--- src/rtl/core/pot_pkg.sv ---
// ----------------------------------------------------------------------------
// Pulse-over-threshold finder package
// Sizes, register indexes and the spread-test request/result types.
// ----------------------------------------------------------------------------
`timescale 1ns / 1ps

package pot_pkg;

  localparam int MAX_PULSE   = 64;
  localparam int MAX_TRACE   = 4096;
  localparam int SAMPLE_W    = 16;

  localparam int LEN_W       = $clog2(MAX_PULSE + 1);
  localparam int IDX_W       = $clog2(MAX_PULSE);
  localparam int POS_W       = 12;
  localparam int TPOS_W      = $clog2(MAX_TRACE) + 1;
  localparam int TNX_W       = TPOS_W + 1;
  localparam int DIFF_W      = SAMPLE_W + 1;
  localparam int SQS_W       = 2 * SAMPLE_W;
  localparam int SUM_W       = 22;
  localparam int SQ_W        = 38;

  localparam int THR_W       = 15;
  localparam int FLAT_W      = 7;
  localparam int MINLEN_W    = 7;
  localparam int LIMIT_W     = 32;
  localparam int WSTART_W    = 12;
  localparam int WSTOP_W     = 13;

  localparam int CFG_IDX_W   = 3;
  localparam int CFG_DATA_W  = 32;

  localparam logic [CFG_IDX_W-1:0] CFG_LEVEL_THRESHOLD = 3'd0;
  localparam logic [CFG_IDX_W-1:0] CFG_FLAT_RUN_LIMIT  = 3'd1;
  localparam logic [CFG_IDX_W-1:0] CFG_MINIMUM_LENGTH  = 3'd2;
  localparam logic [CFG_IDX_W-1:0] CFG_SPREAD_LIMIT_SQ = 3'd3;
  localparam logic [CFG_IDX_W-1:0] CFG_WINDOW_START    = 3'd4;
  localparam logic [CFG_IDX_W-1:0] CFG_WINDOW_STOP     = 3'd5;

  typedef struct packed {
    logic                    start;
    logic [LEN_W-1:0]        len;
    logic signed [SUM_W-1:0] sum;
    logic [SQ_W-1:0]         sumsq;
  } spread_req_t;

  typedef struct packed {
    logic done;
    logic keep;
  } spread_res_t;

endpackage

--- src/rtl/core/pot_spread.sv ---
// ----------------------------------------------------------------------------
// Pulse spread test
// Three-stage pipeline: n*sumsq - sum^2 > n^2*limit with minimum-length gate.
// ----------------------------------------------------------------------------
`timescale 1ns / 1ps

module pot_spread (
  input  logic                               clk_i,
  input  logic                               rst_ni,
  input  pot_pkg::spread_req_t               req_i,
  input  logic [pot_pkg::MINLEN_W-1:0]       min_len_i,
  input  logic [pot_pkg::LIMIT_W-1:0]        limit_i,
  output pot_pkg::spread_res_t               res_o
);

  localparam int NSQ_W   = pot_pkg::LEN_W + pot_pkg::SQ_W;
  localparam int SS_W    = 2 * pot_pkg::SUM_W;
  localparam int NN_W    = 2 * pot_pkg::LEN_W;
  localparam int BOUND_W = NN_W + pot_pkg::LIMIT_W;
  localparam int CMP_W   = BOUND_W + 1;

  logic                     v1_q, v2_q, done_q;
  logic                     min1_q, min2_q, keep_q;
  logic [NSQ_W-1:0]         nsq_q;
  logic [SS_W-1:0]          ss_q;
  logic [NN_W-1:0]          nn_q;
  logic signed [CMP_W-1:0]  spread_q;
  logic [BOUND_W-1:0]       bound_q;

  logic signed [SS_W-1:0]   sum_ext;
  logic [NSQ_W-1:0]         nsq_d;
  logic [SS_W-1:0]          ss_d;
  logic [NN_W-1:0]          nn_d;
  logic                     min_d;
  logic signed [CMP_W-1:0]  spread_d;
  logic [BOUND_W-1:0]       bound_d;
  logic                     keep_d;

  assign sum_ext  = {{(SS_W - pot_pkg::SUM_W){req_i.sum[pot_pkg::SUM_W-1]}}, req_i.sum};
  assign nsq_d    = NSQ_W'(req_i.len) * NSQ_W'(req_i.sumsq);
  assign ss_d     = sum_ext * sum_ext;
  assign nn_d     = NN_W'(req_i.len) * NN_W'(req_i.len);
  assign min_d    = (req_i.len != '0) && (req_i.len >= pot_pkg::LEN_W'(min_len_i));

  assign spread_d = $signed(CMP_W'(nsq_q)) - $signed(CMP_W'(ss_q));
  assign bound_d  = BOUND_W'(nn_q) * BOUND_W'(limit_i);

  assign keep_d   = min2_q && (spread_q > $signed(CMP_W'(bound_q)));

  always_ff @(posedge clk_i or negedge rst_ni) begin
    if (!rst_ni) begin
      v1_q   <= 1'b0;
      v2_q   <= 1'b0;
      done_q <= 1'b0;
    end else begin
      v1_q   <= req_i.start;
      v2_q   <= v1_q;
      done_q <= v2_q;
    end
  end

  always_ff @(posedge clk_i) begin
    nsq_q    <= nsq_d;
    ss_q     <= ss_d;
    nn_q     <= nn_d;
    min1_q   <= min_d;
    spread_q <= spread_d;
    bound_q  <= bound_d;
    min2_q   <= min1_q;
    keep_q   <= keep_d;
  end

  assign res_o.done = done_q;
  assign res_o.keep = keep_q;

endmodule

--- config.mk ---
export PLATFORM = sky130hd
export DESIGN_NAME = pot_spread
export DESIGN_NICKNAME = d
export VERILOG_FILES = /design/src/rtl/core/pot_pkg.sv /design/src/rtl/core/pot_spread.sv
export SDC_FILE = /design/constraint.sdc
export NUM_CORES = 2
export LEC_CHECK = 0
export BUFFER_PORTS_ARGS = -buffer_cell sky130_fd_sc_hd__buf_2
export CORE_AREA = 2 2 367 369
export DETAILED_ROUTE_END_ITERATION = 10
export DIE_AREA = 0 0 369 371
export GPL_TIMING_DRIVEN = 0
export PLACE_DENSITY = 0.62
export RECOVER_POWER = 50
export SETUP_SLACK_MARGIN = 0.3
export SYNTH_ARGS = -nofsm -noshare
export SYNTH_HDL_FRONTEND = slang
export SYNTH_SLANG_ARGS = --single-unit
--- constraint.sdc ---
create_clock -name clk_i -period 6.3 [get_ports clk_i]
set_input_delay 0.315 -clock clk_i [delete_from_list [all_inputs] [get_ports clk_i]]
set_output_delay 0.315 -clock clk_i [all_outputs]
set_load 0.02 [all_outputs]
# [Word level (Yosys, flattened, before mapping)]
# Index checks and enable logic that the tools add are counted.
[op_classes] add_sub_neg=1 multipliers=4 div=0 magnitude_cmp=2 n_eq_ne=0 n_shift=0 mux=0 n_bitwise=0 reduce_logical=3
[op_table] op="46-bit by 47-bit greater-than comparator with 1-bit output" count=1
[op_table] op="14-bit by 32-bit multiplier with 46-bit output" count=1
[op_table] op="45-bit by 44-bit subtractor with 46-bit output" count=1
[op_table] op="7-bit by 38-bit multiplier with 45-bit output" count=1
[op_table] op="22-bit by 22-bit multiplier with 44-bit output" count=1
[op_table] op="7-bit by 7-bit multiplier with 14-bit output" count=1
[op_table] op="7-bit >= comparator" count=1
[op_table] op="7-bit nonzero test" count=1
[op_table] op="1-bit logical AND" count=2
[word_totals] register_bits=201 latch_bits=0 ramBits=0 romBits=0 out_inout_bits=2 memories=0

# [Logic depth before layout (Yosys ltp)]
[depth] ltp_word=2 ltp_mapped=28 depth_no_buf=26

# [Worst setup path after synthesis]
# Ideal clock, no wire load.
[synth_timing] kind="in2reg" from="input port req_i[44] (netlist name)" to="register ss_q[40]" setup_time_ns=0.120 arrival_time_ns=6.662 slack_ns=-0.482 stages=26 path_cell_list="clkbuf_1 -> clkbuf_1 -> nand2_1 -> fa_1 -> inv_1 -> fa_1 -> inv_1 -> fa_1 -> inv_1 -> fa_1 -> fa_1 -> fa_1 -> inv_1 -> fa_1 -> inv_1 -> ha_1 -> a21o_1 -> a21o_1 -> a21oi_1 -> nand2b_1 -> o2111ai_1 -> a21oi_1 -> o41ai_1 -> a211oi_1 -> nor3_1 -> a211o_1"
[synth_between] elab_chain_len=1
[synth_lines] element="from (decl)" line="pot_spread.sv:10" source="input pot_pkg::spread_req_t req_i,"
[synth_lines] element="22-bit by 22-bit multiplier with 44-bit output" line="pot_spread.sv:41" source="assign ss_d = sum_ext * sum_ext;"
[synth_lines] element="named net ss_d[40]" line="pot_spread.sv:32" source="logic [SS_W-1:0] ss_d;"
[synth_lines] element="to (signal assigned)" line="pot_spread.sv:64" source="ss_q <= ss_d;"
[synth_lines] element="to (decl)" line="pot_spread.sv:25" source="logic [SS_W-1:0] ss_q;"
# The timed path passes the listed nets, and every way through them passes these cells.

# [Worst setup path in the final report]
[layout_timing] from="register nn_q[11]" to="register bound_q[45]"
[layout_between] elab_chain_len=1
[layout_lines] element="from (decl)" line="pot_spread.sv:26" source="logic [NN_W-1:0] nn_q;"
[layout_lines] element="from (signal assigned)" line="pot_spread.sv:65" source="nn_q <= nn_d;"
[layout_lines] element="14-bit by 32-bit multiplier with 46-bit output" line="pot_spread.sv:46" source="assign bound_d = BOUND_W'(nn_q) * BOUND_W'(limit_i);"
[layout_lines] element="named net bound_d[45]" line="pot_spread.sv:36" source="logic [BOUND_W-1:0] bound_d;"
[layout_lines] element="to (signal assigned)" line="pot_spread.sv:68" source="bound_q <= bound_d;"
[layout_lines] element="to (decl)" line="pot_spread.sv:28" source="logic [BOUND_W-1:0] bound_q;"
# The timed path passes the listed nets, and every way through them passes these cells.

==> flow_summary.ini <==
[logic_synthesis]
synth_area_mm2 = 0.04621
netlist-cell-type-count = 69
syn_inst = 5114
ys_async_sr_fraction = 0.01508
synth_edf_count = 0
ys_seq_elements = 199
syn_area_per_cell_um2 = 9.037
synth_ff_type = dfxtp_1
ys_warn_count = 0
ys_seq_area_frac = 0.08653

[hold_path]
hold_class = in -> reg
hp-start = req_i[38]

[placement]
io_buffer_count = 110
place.gp.congestion = 0.9130
dp_slack_ps = -1222
hpwl_um = 105400

[layout]
drive_above_1_share = 0.1452
final_cell_mix = 1187 x inv_1, 949 x fa_1, 628 x nand2_1
nets = 7012
area_growth_syn_to_layout_pct = 18.05
fillers = 13060
final_common_cell = inv_1

[drt]
firstDrtPassIters = 5
wire_per_inst_um = 17.66
vias = 35000
wl_um = 127800
ant_nets = 0
drc_errors = 0
viasPerCell = 4.834
first_iter_violations = 1793

[global_routing]
grt_first_pass_wirelength_um = 203400
gr-total-overflow = 0
grt_pass1_vias = 37570
grt_max_degree = 20
antenna_found_initial = 11
grt_util_all_layers = 0.1902

[worst_setup_path]
cp-start-kind = flop
cp.arrival_ps = 6680
critPathMaxFanout = 5
cp.required_ps = 6670
reg2reg_from = nn_q[11]
worstSetupStartpoint = nn_q[11]
endpoint_kind = flop
critPathKind = reg -> reg

[die]
die_w_um = 369
io_pins = 111
die_h_um = 371
core-area_mm2 = 0.1328
initial_core_util = 0.3480
die-area_mm2 = 0.1369
rows = 134

[clocking]
root_buffer = clkbuf_16
cts_tree = yes
clock_sinks = 199
cts_buffers = 17
clockBufferDepth = 2
htreeDepth = 4
insertion_delay_ps = 480
cts.clk_slew.worst_paths_ps = 80

[timing]
setup_ws_ps = -11.08
layout_min_cycle_time_ps = 6311
final_hold_viol_count = 0
setup_viol = 2
slew_headroom = 0.4340
fmax_ghz = 0.1585
holdWs_ps = 82.57
slew_viol_final = 0
min_period_over_period = 1.002
setup_tns_ps = -21.63
worst_pin_slew_ps = 843.3
grt_setup_unrepaired = true
fin_skew_ps = 12.09

[outcome]
status = finished, violations left
violations = negative setup slack

[flow_run]
max_cap_violations = 0
==> area by class of cell <==
type,count,area (um^2),share of cell area
Antenna cell,3,7.507,0.0001376
Buffer,170,2011,0.03686
Clock buffer,17,425.4,0.007798
Clock inverter,15,135.1,0.002477
Inverter,1237,4648,0.08520
Multi-Input combinational cell,3511,38450,0.7048
Sequential cell,199,4036,0.07399
Tap cell,1768,2212,0.04055
Timing Repair Buffer,321,2631,0.04823
==> what timing repair did <==
action / CTS / global route
cloned: 5 / 1
pin swaps: 160 / 157
gates resized for setup: 450 / 263
setup endpoints to repair: 64 / 57
hold buffers: 2 / 0
setup buffers: 128 / 75
hold endpoints to repair: 4 / 0
==> state kept, by name, indices dropped and copies added (netlist names), 13 cells and up <==
register and cells:
nsq_q 45, nn_q 13, ss_q 43, spread_q 46, bound_q 46
==> worst paths after layout <==
| check | to | slack (ps) | cells after the start |
|---|---|---|---|
| min reg2reg | min2_q | 330 | 0 |
| max | bound_q[45] | -10 | 23 |
| min in group asynchronous | done_q | 160 | 2 |
| max reg2reg | bound_q[45] | -10 | 23 |
| min | ss_q[0] | 80 | 1 |
| max in group asynchronous | v2_q | 6000 | 2 |
==> layer usage <==
metal  vias to the layer above  share of wire  routed length [um]  track usage
met4                         4          0.038                4806      0.06758
met2                       944           0.50               64370       0.3391
met5                         -        0.00019                  24            0
li1                      16030              -                   -            -
met3                       263          0.052                6676      0.02276
met1                     17760           0.41               51980       0.2361
==> cell usage after synthesis, types with 3 or more instances <==
| cell type | instances | area share |
|---|---|---|
| a221o_1 | 4 | 0.00087 |
| a21o_1 | 93 | 0.015 |
| ha_1 | 464 | 0.13 |
| and2_1 | 353 | 0.048 |
| o21a_1 | 29 | 0.0047 |
| a21oi_1 | 195 | 0.021 |
| a21boi_0 | 3 | 0.00049 |
| o2111ai_1 | 5 | 0.00095 |
| a211o_1 | 4 | 0.00076 |
| nor2b_1 | 42 | 0.0057 |
| or2_2 | 4 | 0.00054 |
| and4_1 | 4 | 0.00076 |
| a2111oi_0 | 3 | 0.00057 |
| o21bai_1 | 27 | 0.0044 |
| o31ai_1 | 4 | 0.00065 |
| fa_1 | 982 | 0.43 |
| xor2_1 | 64 | 0.012 |
| o21ai_0 | 97 | 0.011 |
| nor4_1 | 6 | 0.00081 |
| clkbuf_1 | 166 | 0.013 |
| dfrtp_1 | 3 | 0.0016 |
| dfxtp_1 | 196 | 0.085 |
| or3_1 | 7 | 0.00095 |
| nor2_1 | 90 | 0.0073 |
| xnor2_1 | 126 | 0.024 |
| inv_1 | 1237 | 0.10 |
| o211ai_1 | 9 | 0.0015 |
| and3_1 | 19 | 0.0026 |
| a31oi_1 | 13 | 0.0018 |
| a31o_2 | 5 | 0.00095 |
| a211oi_1 | 15 | 0.0024 |
| nor3_1 | 18 | 0.0019 |
| o41ai_1 | 3 | 0.00057 |
| nand4_1 | 23 | 0.0031 |
| nand3_1 | 44 | 0.0048 |
| a221oi_1 | 5 | 0.00095 |
| nand2_1 | 671 | 0.055 |
| nand2b_1 | 40 | 0.0054 |
==> cell families after synthesis <==
family | count (synthesis) | share of synthesized area
simple gates | 1330 | 0.1379
fa+ha+maj | 1446 | 0.5510
flops | 199 | 0.08653
compound gates | 538 | 0.07335
xor+xnor | 190 | 0.03601
buf+inv | 1407 | 0.1144
mux | 3 | 0.0007039
other cells | 1 | 0.00008115
==> critical path, cell delays in order (launching register included) <==
cell       delay, ps
dfxtp_4          410
clkbuf_16        180
buf_8            120
and2_4           130
fa_1             500
inv_2             40
fa_1             550
inv_2             40
fa_1             520
inv_2             40
fa_1             520
inv_2             50
fa_1             540
fa_1             490
ha_4             320
nand2_1           60
or3_1            380
a21oi_2          200
a211oi_2         130
a311o_1          350
o211a_1          250
o21bai_1         150
a21oi_1           90
xnor2_1          120
==> stage by stage <==
stage                     utilization  instance area, um^2  cells
after floorplan                     -                46750   5117
after global placement         0.3729                49520   6995
after detailed placement       0.3729                49520   6995
after CTS                      0.4000                53120   7162
after global routing           0.4108                54550   7239
final                          0.4108                54550   7241
Power is not shown: default switching activity piles up to over one toggle a cycle in this logic, so the estimate is an artifact.
